File: src/sv/pbts_pkg.sv
// ----------------------------------------------------------------------------
// pbts_pkg
// Shared widths, operation codes and status codes of the bitmap priority
// thread scheduler.
// ----------------------------------------------------------------------------
`default_nettype none

package pbts_pkg;

    // fixed field widths
    localparam int OP_W     = 2;
    localparam int PRIO_W   = 6;
    localparam int TICKS_W  = 32;
    localparam int STATUS_W = 3;
    localparam int MASK_W   = 32;

    // parameter defaults
    localparam int NUM_PRIO_DEF     = 32;
    localparam int TIMEOUT_BITS_DEF = 32;

    // operation codes
    localparam logic [OP_W-1:0] OP_START = 2'd0;
    localparam logic [OP_W-1:0] OP_SCHED = 2'd1;
    localparam logic [OP_W-1:0] OP_DELAY = 2'd2;
    localparam logic [OP_W-1:0] OP_TICK  = 2'd3;

    // status codes
    localparam logic [STATUS_W-1:0] STAT_OK    = 3'd0;
    localparam logic [STATUS_W-1:0] STAT_TAKEN = 3'd1;
    localparam logic [STATUS_W-1:0] STAT_RANGE = 3'd2;
    localparam logic [STATUS_W-1:0] STAT_IDLE  = 3'd3;
    localparam logic [STATUS_W-1:0] STAT_ZERO  = 3'd4;

endpackage

`default_nettype wire

File: src/sv/pbts_ram.sv
// ----------------------------------------------------------------------------
// pbts_ram
// Generic single-write, single-read RAM with registered read data.
// ----------------------------------------------------------------------------
`default_nettype none

module pbts_ram #(
    parameter int WIDTH  = 32,
    parameter int DEPTH  = 32,
    parameter int ADDR_W = $clog2(DEPTH)
) (
    input  wire logic              i_clk,
    input  wire logic              i_we,
    input  wire logic [ADDR_W-1:0] i_waddr,
    input  wire logic [WIDTH-1:0]  i_wdata,
    input  wire logic [ADDR_W-1:0] i_raddr,
    output logic      [WIDTH-1:0]  o_rdata
);

    logic [WIDTH-1:0] r_mem [DEPTH];

    always_ff @(posedge i_clk) begin
        if (i_we) begin
            r_mem[i_waddr] <= i_wdata;
        end
        o_rdata <= r_mem[i_raddr];
    end

endmodule

`default_nettype wire

File: src/sv/priority_bitmap_thread_scheduler.sv
// ----------------------------------------------------------------------------
// priority_bitmap_thread_scheduler
// Bitmap priority scheduler with per-priority tick delays.
//
//   channel   direction  handshake            payload
//   command   in         start / busy         i_op, i_prio, i_ticks
//   result    out        o_valid (1 cycle)    o_next_prio, o_switch_needed,
//                                             o_status, o_ready_out,
//                                             o_delayed_out
//
// start and error items: result registered in the cycle after acceptance.
// schedule and delay: a downward scan of the ready mask, one priority per
//   cycle, then the registered result.
// tick: one timeout counter per cycle through the RAM read port and one
//   shared decrementer.
// busy is high from the cycle after acceptance until the result strobe rises.
// synchronous active-low reset clears masks and current priority; the
//   counter RAM is not cleared. results cannot be stalled.
// ----------------------------------------------------------------------------
`default_nettype none

module priority_bitmap_thread_scheduler
    import pbts_pkg::*;
#(
    parameter int NUM_PRIO     = NUM_PRIO_DEF,
    parameter int TIMEOUT_BITS = TIMEOUT_BITS_DEF
) (
    input  wire logic                i_clk,
    input  wire logic                i_rst_n,
    input  wire logic                start,
    output logic                     busy,
    input  wire logic [OP_W-1:0]     i_op,
    input  wire logic [PRIO_W-1:0]   i_prio,
    input  wire logic [TICKS_W-1:0]  i_ticks,
    output logic                     o_valid,
    output logic [PRIO_W-1:0]        o_next_prio,
    output logic                     o_switch_needed,
    output logic [STATUS_W-1:0]      o_status,
    output logic [MASK_W-1:0]        o_ready_out,
    output logic [MASK_W-1:0]        o_delayed_out
);

    localparam int IW  = $clog2(NUM_PRIO);
    localparam int RIW = $clog2(NUM_PRIO + 1);
    localparam logic [TICKS_W-1:0] TMAX =
        TICKS_W'((64'd1 << TIMEOUT_BITS) - 64'd1);
    localparam logic [PRIO_W-1:0] PRIO_TOP = PRIO_W'(NUM_PRIO);
    localparam logic [IW-1:0] IDX_TOP = IW'(NUM_PRIO - 1);

    localparam logic [1:0] S_IDLE = 2'd0;
    localparam logic [1:0] S_SCAN = 2'd1;
    localparam logic [1:0] S_TICK = 2'd2;

    logic [1:0]          r_state, n_state;
    logic [IW-1:0]       r_idx, n_idx;
    logic [NUM_PRIO:0]   r_reg, n_reg;
    logic [NUM_PRIO-1:0] r_ready, n_ready;
    logic [NUM_PRIO-1:0] r_delayed, n_delayed;
    logic [PRIO_W-1:0]   r_cur, n_cur;

    logic                n_valid;
    logic [PRIO_W-1:0]   n_next_prio;
    logic                n_switch;
    logic [STATUS_W-1:0] n_status;

    // counter RAM port
    logic                    ram_we;
    logic [IW-1:0]           ram_waddr;
    logic [TIMEOUT_BITS-1:0] ram_wdata;
    logic [IW-1:0]           ram_raddr;
    logic [TIMEOUT_BITS-1:0] ram_rdata;

    logic [PRIO_W-1:0]       prio_m1;
    logic [PRIO_W-1:0]       cur_m1;
    logic [TIMEOUT_BITS-1:0] ticks_sat;
    logic [TIMEOUT_BITS-1:0] cnt_dec;
    logic                    cnt_expire;
    logic [PRIO_W-1:0]       scan_prio;
    logic [NUM_PRIO-1:0]     cur_bit;
    logic [NUM_PRIO-1:0]     idx_bit;

    pbts_ram #(
        .WIDTH  (TIMEOUT_BITS),
        .DEPTH  (NUM_PRIO),
        .ADDR_W (IW)
    ) u_cnt_ram (
        .i_clk   (i_clk),
        .i_we    (ram_we),
        .i_waddr (ram_waddr),
        .i_wdata (ram_wdata),
        .i_raddr (ram_raddr),
        .o_rdata (ram_rdata)
    );

    assign busy = (r_state != S_IDLE);

    assign prio_m1   = i_prio - PRIO_W'(1);
    assign cur_m1    = r_cur - PRIO_W'(1);
    assign ticks_sat = (i_ticks > TMAX) ? {TIMEOUT_BITS{1'b1}}
                                        : i_ticks[TIMEOUT_BITS-1:0];
    assign cur_bit   = NUM_PRIO'(1) << cur_m1[IW-1:0];
    assign idx_bit   = NUM_PRIO'(1) << r_idx;
    assign scan_prio = PRIO_W'(r_idx) + PRIO_W'(1);

    // shared decrementer, saturating at zero
    assign cnt_dec    = (ram_rdata == '0) ? '0 : ram_rdata - TIMEOUT_BITS'(1);
    assign cnt_expire = (cnt_dec == '0);

    always_comb begin
        n_state     = r_state;
        n_idx       = r_idx;
        n_reg       = r_reg;
        n_ready     = r_ready;
        n_delayed   = r_delayed;
        n_cur       = r_cur;
        n_valid     = 1'b0;
        n_next_prio = r_cur;
        n_switch    = 1'b0;
        n_status    = STAT_OK;
        ram_we      = 1'b0;
        ram_waddr   = cur_m1[IW-1:0];
        ram_wdata   = ticks_sat;
        ram_raddr   = '0;

        case (r_state)
            S_IDLE: begin
                if (start) begin
                    case (i_op)
                        OP_START: begin
                            n_valid = 1'b1;
                            if (i_prio > PRIO_TOP) begin
                                n_status = STAT_RANGE;
                            end else if (r_reg[i_prio[RIW-1:0]]) begin
                                n_status = STAT_TAKEN;
                            end else begin
                                n_reg[i_prio[RIW-1:0]] = 1'b1;
                                if (i_prio != '0) begin
                                    n_ready[prio_m1[IW-1:0]] = 1'b1;
                                end
                            end
                        end
                        OP_SCHED: begin
                            n_idx   = IDX_TOP;
                            n_state = S_SCAN;
                        end
                        OP_DELAY: begin
                            if (r_cur == '0 || r_cur > PRIO_TOP) begin
                                n_valid  = 1'b1;
                                n_status = STAT_IDLE;
                            end else if (i_ticks == '0) begin
                                n_valid  = 1'b1;
                                n_status = STAT_ZERO;
                            end else begin
                                ram_we    = 1'b1;
                                n_ready   = r_ready & ~cur_bit;
                                n_delayed = r_delayed | cur_bit;
                                n_idx     = IDX_TOP;
                                n_state   = S_SCAN;
                            end
                        end
                        default: begin
                            // tick: prefetch counter 0
                            ram_raddr = '0;
                            n_idx     = '0;
                            n_state   = S_TICK;
                        end
                    endcase
                end
            end
            S_SCAN: begin
                if (r_ready[r_idx]) begin
                    n_cur       = scan_prio;
                    n_next_prio = scan_prio;
                    n_switch    = (scan_prio != r_cur);
                    n_valid     = 1'b1;
                    n_state     = S_IDLE;
                end else if (r_idx == '0) begin
                    n_cur       = '0;
                    n_next_prio = '0;
                    n_switch    = (r_cur != '0);
                    n_valid     = 1'b1;
                    n_state     = S_IDLE;
                end else begin
                    n_idx = r_idx - IW'(1);
                end
            end
            S_TICK: begin
                ram_raddr = r_idx + IW'(1);
                ram_waddr = r_idx;
                ram_wdata = cnt_dec;
                if (r_delayed[r_idx]) begin
                    ram_we = 1'b1;
                    if (cnt_expire) begin
                        n_ready   = r_ready | idx_bit;
                        n_delayed = r_delayed & ~idx_bit;
                    end
                end
                if (r_idx == IDX_TOP) begin
                    n_valid = 1'b1;
                    n_state = S_IDLE;
                end else begin
                    n_idx = r_idx + IW'(1);
                end
            end
            default: begin
                n_state = S_IDLE;
            end
        endcase
    end

    always_ff @(posedge i_clk) begin
        if (!i_rst_n) begin
            r_state   <= S_IDLE;
            r_idx     <= '0;
            r_reg     <= '0;
            r_ready   <= '0;
            r_delayed <= '0;
            r_cur     <= '0;
            o_valid   <= 1'b0;
        end else begin
            r_state   <= n_state;
            r_idx     <= n_idx;
            r_reg     <= n_reg;
            r_ready   <= n_ready;
            r_delayed <= n_delayed;
            r_cur     <= n_cur;
            o_valid   <= n_valid;
        end
    end

    // result payload
    always_ff @(posedge i_clk) begin
        if (n_valid) begin
            o_next_prio     <= n_next_prio;
            o_switch_needed <= n_switch;
            o_status        <= n_status;
            o_ready_out     <= MASK_W'(n_ready);
            o_delayed_out   <= MASK_W'(n_delayed);
        end
    end

    a_valid_idle: assert property (@(posedge i_clk) disable iff (!i_rst_n)
        o_valid |-> !busy)
        else $error("result strobe while sequencer still busy");

    a_ready_delayed_disjoint: assert property (@(posedge i_clk) disable iff (!i_rst_n)
        (r_ready & r_delayed) == '0)
        else $error("priority both ready and delayed");

    a_delayed_registered: assert property (@(posedge i_clk) disable iff (!i_rst_n)
        (r_delayed & ~r_reg[NUM_PRIO:1]) == '0)
        else $error("delayed priority was never registered");

    a_cur_range: assert property (@(posedge i_clk) disable iff (!i_rst_n)
        r_cur <= PRIO_TOP)
        else $error("current priority out of range");

    a_accept_leaves_idle: assert property (@(posedge i_clk) disable iff (!i_rst_n)
        (start && !busy && (i_op == OP_TICK || i_op == OP_SCHED)) |=> busy)
        else $error("multi-cycle item did not start the sequencer");

endmodule

`default_nettype wire
File: config.mk
export PLATFORM = sky130hd
export DESIGN_NAME = priority_bitmap_thread_scheduler
export DESIGN_NICKNAME = d
export VERILOG_FILES = /design/src/sv/pbts_pkg.sv /design/src/sv/pbts_ram.sv /design/src/sv/priority_bitmap_thread_scheduler.sv
export SDC_FILE = /design/constraint.sdc
export NUM_CORES = 2
export LEC_CHECK = 0
export BUFFER_PORTS_ARGS = -buffer_cell sky130_fd_sc_hd__clkbuf_2
export CAP_MARGIN = 20
export CORE_MARGIN = 4
export CORE_UTILIZATION = 25
export CTS_CLUSTER_DIAMETER = 40
export DETAILED_ROUTE_END_ITERATION = 7
export HOLD_SLACK_MARGIN = 0.06
export PLACE_DENSITY = 0.4
export SLEW_MARGIN = 20
export SYNTH_ARGS = -nofsm -noshare
export SYNTH_HDL_FRONTEND = slang
export SYNTH_HIERARCHICAL = 1
export SYNTH_SLANG_ARGS = --single-unit
File: constraint.sdc
create_clock -name i_clk -period 6.4 [get_ports i_clk]
set_input_delay 0.32 -clock i_clk [delete_from_list [all_inputs] [get_ports i_clk]]
set_output_delay 0.32 -clock i_clk [all_outputs]
set_load 0.03 [all_outputs]
==> results.py <==
metrics = {
    "run_status": {
        "status": "finished, final reports clean",
    },
    "global_route": {
        "grt_first_pass_wirelength_um": 236700,
        "grt_max_degree": 89,
        "antenna_found_initial": 6,
        "grt_overflow": 0,
        "grt_pass1_vias": 30430,
        "grt_use_total": 0.1542,
    },
    "synthesis": {
        "synth_top_cells_by_count": "1,098 x edfxtp_1, 516 x mux2i_1, 205 x nand2_1, 167 x nor2_1, 152 x a21oi_1",
        "yosys_warnings": 6,
        "async_flop_share": 0,
        "ys.flop_type": "edfxtp_1",
        "yosys.area.top_type": "edfxtp_1",
        "synth-edff-count": 1098,
        "ys_top_cells_by_area": "edfxtp_1 64%, mux2i_1 10%, dfxtp_1 5.6%, nand2_1 1.5%, a21oi_1 1.5%",
        "synth_top_area_share": 0.6445,
        "ys_ff_latch": 1241,
        "yosysSeqAreaShare": 0.7004,
        "syn-num-nets": 3490,
        "postSynthCellCount": 3427,
        "syn_area_sq_mm": 0.05116,
        "yosysMostFrequentCell": "edfxtp_1",
        "synthDistinctLibCells": 78,
        "syn_avg_cell_area_sq_um": 14.93,
    },
    "cts": {
        "root_buffer": "clkbuf_16",
        "clk_pin_slew_ns": 0.05,
        "clock_sinks": 1241,
        "cts_repair_resize_count": 0,
        "cts_buffers": 167,
        "cts_tree": "done",
        "cts.htree.levels": 4,
        "insertion_delay_ns": 0.79,
        "clk_path_buf_depth": 3,
    },
    "layout": {
        "postLayoutCellArea_sq_mm": 0.06138,
        "stdcell_count": 6449,
        "fin_util": 0.3024,
        "fin_nets": 3688,
        "area_growth_pct": 19.97,
        "largest_reg_flops": 1024,
        "layout-drive-gt1-share": 0.1710,
    },
    "critical_path": {
        "crit_arrival_ns": 5.04,
        "path_class": "flop to flop",
        "worstRegToRegCells": 9,
        "critPathCaptureType": "flop",
        "crit_fanout": 20,
        "critPathLaunchType": "flop",
        "crit_required_ns": 6.83,
    },
    "timing": {
        "hold-worst-slack_ns": 0.2633,
        "max_slew.worst_pin.slew_ns": 1.045,
        "fin_ws_ns": 1.788,
        "fin_setup_tns_ns": 0,
        "max_slew_margin": 0.3018,
        "fin_crit_ns": 4.612,
        "rsz0062_at_grt": "false",
        "timing.fmax_mhz": 216.8,
        "setup_violations": 0,
        "finalHoldViolations": 0,
        "slew_viol_final": 0,
        "min_period_over_period": 0.7207,
        "skew_ns": 0.02784,
    },
    "routing": {
        "avgViaCountPerCell": 4.774,
        "drc": 0,
        "vias": 30790,
        "first_iter_violations": 2478,
        "wl_um": 167200,
        "drtPass1Iterations": 5,
        "antenna_left": 0,
        "wl_per_cell_um": 25.92,
    },
    "pwr": {
        "peakVddDrop_mv": 0.2637,
        "p_total_mw": 24.42,
        "leakage_nw": 19.06,
        "p_per_area_mw_per_mm2": 397.9,
    },
    "placement": {
        "port_buffers": 118,
        "routabilityCongestion": 0.8445,
        "dp_cells": 6120,
        "dpl_cell_area_sq_mm": 0.05562,
        "hpwl_um": 106000,
        "place_worst_setup_slack_ns": 1.812,
    },
    "floorplanning": {
        "chipHeight_um": 460.4,
        "start_util": 0.2521,
        "rows": 165,
        "fp.coreArea_sq_mm": 0.2029,
        "io_pins": 119,
        "chipWidth_um": 460.4,
        "die_area_sq_mm": 0.2120,
    },
    "hold_path": {
        "min_path_cells": 4,
        "holdCritPathClass": "input port to flop",
    },
    "flow_run": {
        "cap_viol_max_count": 0,
    },
}
==> placed cells by master, fill, tap and decap left out, drive strengths merged, types with 17 or more instances in the layout <==
cell / netlist / final
edfxtp: 1098 / 1098
mux2i: 516 / 516
clkbuf: 96 / 318
nand2: 205 / 205
nor2: 167 / 167
a21oi: 153 / 153
dfxtp: 143 / 143
nand3: 136 / 136
buf: 107 / 107
a22oi: 98 / 98
nor3: 91 / 91
a22o: 72 / 72
o21ai: 57 / 57
clkinv: 0 / 55
inv: 28 / 46
a31oi: 43 / 43
and2: 40 / 40
nor4: 31 / 31
mux4: 28 / 28
clkinvlp: 0 / 23
nand4: 21 / 21
o41ai: 21 / 21
ha: 20 / 20
xnor2: 19 / 19
xor2: 18 / 18
o31ai: 17 / 17
==> where the power goes <==
part	internal, mW	leakage, nW	switching [mW]
clock network	5.64	2.70	3.73
logic	1.42	5.27	3.52
registers	9.68	11.1	0.430
total	16.7	19.1	7.68
==> metal layers <==
layer	part of all wire	track usage	up-vias
li1	-	-	13850
met1	0.48	0.2253	15830
met2	0.44	0.2342	895
met3	0.051	0.02632	215
met4	0.022	0.04344	0
met5	0	0	-
==> cells by family (layout without fill, tap and decap cells) <==
logic type      after synthesis  count (layout)  synth area share
compound gates              564             564           0.07613
xor+xnor                     37              37          0.006334
simple gates                785             785           0.07483
fa+ha+maj                    20              20          0.004891
buf+inv                     231             571           0.02301
other cells                   0              10                 0
mux                         549             549            0.1144
flops                      1241            1241            0.7004
==> worst max-delay path, stage by stage (launching register included) <==
cell	delay, ns
dfxtp_1	0.40
inv_1	0.15
ha_1	0.29
nor4b_1	0.48
xnor2_1	0.29
a21o_1	0.23
o21ai_0	0.54
or3b_2	0.77
nor2_4	0.58
buf_4	0.50
==> area by class of cell <==
type                            instances  area, sq um
Fill cell                           20240       141600
Timing Repair Buffer                  232         1652
Sequential cell                      1241        35830
Tap cell                             2672         3343
Antenna cell                           10        25.02
Inverter                               28        105.1
Clock inverter                        111         1206
Clock buffer                          200         4448
Multi-Input combinational cell       1955        14760
==> timing repair <==
action | 4_1_cts | 5_1_grt
hold buffers | 7 | 0
endpoints found under the hold margin | 19 | 0
setup buffers | 0 | 0
==> path summary, 6_finish.rpt <==
| kind | startpoint | endpoint | slack, ns |
|---|---|---|---|
| max | r_cur[0] | u_cnt_ram/r_mem[16][1] | 1.79 |
| min | i_prio[3] | r_reg[22] | 0.26 |
| min reg2reg | r_reg[30] | r_reg[30] | 0.45 |
| max reg2reg | r_cur[0] | u_cnt_ram/r_mem[16][1] | 1.79 |
No activity file was read; power rests on OpenSTA's default activity.
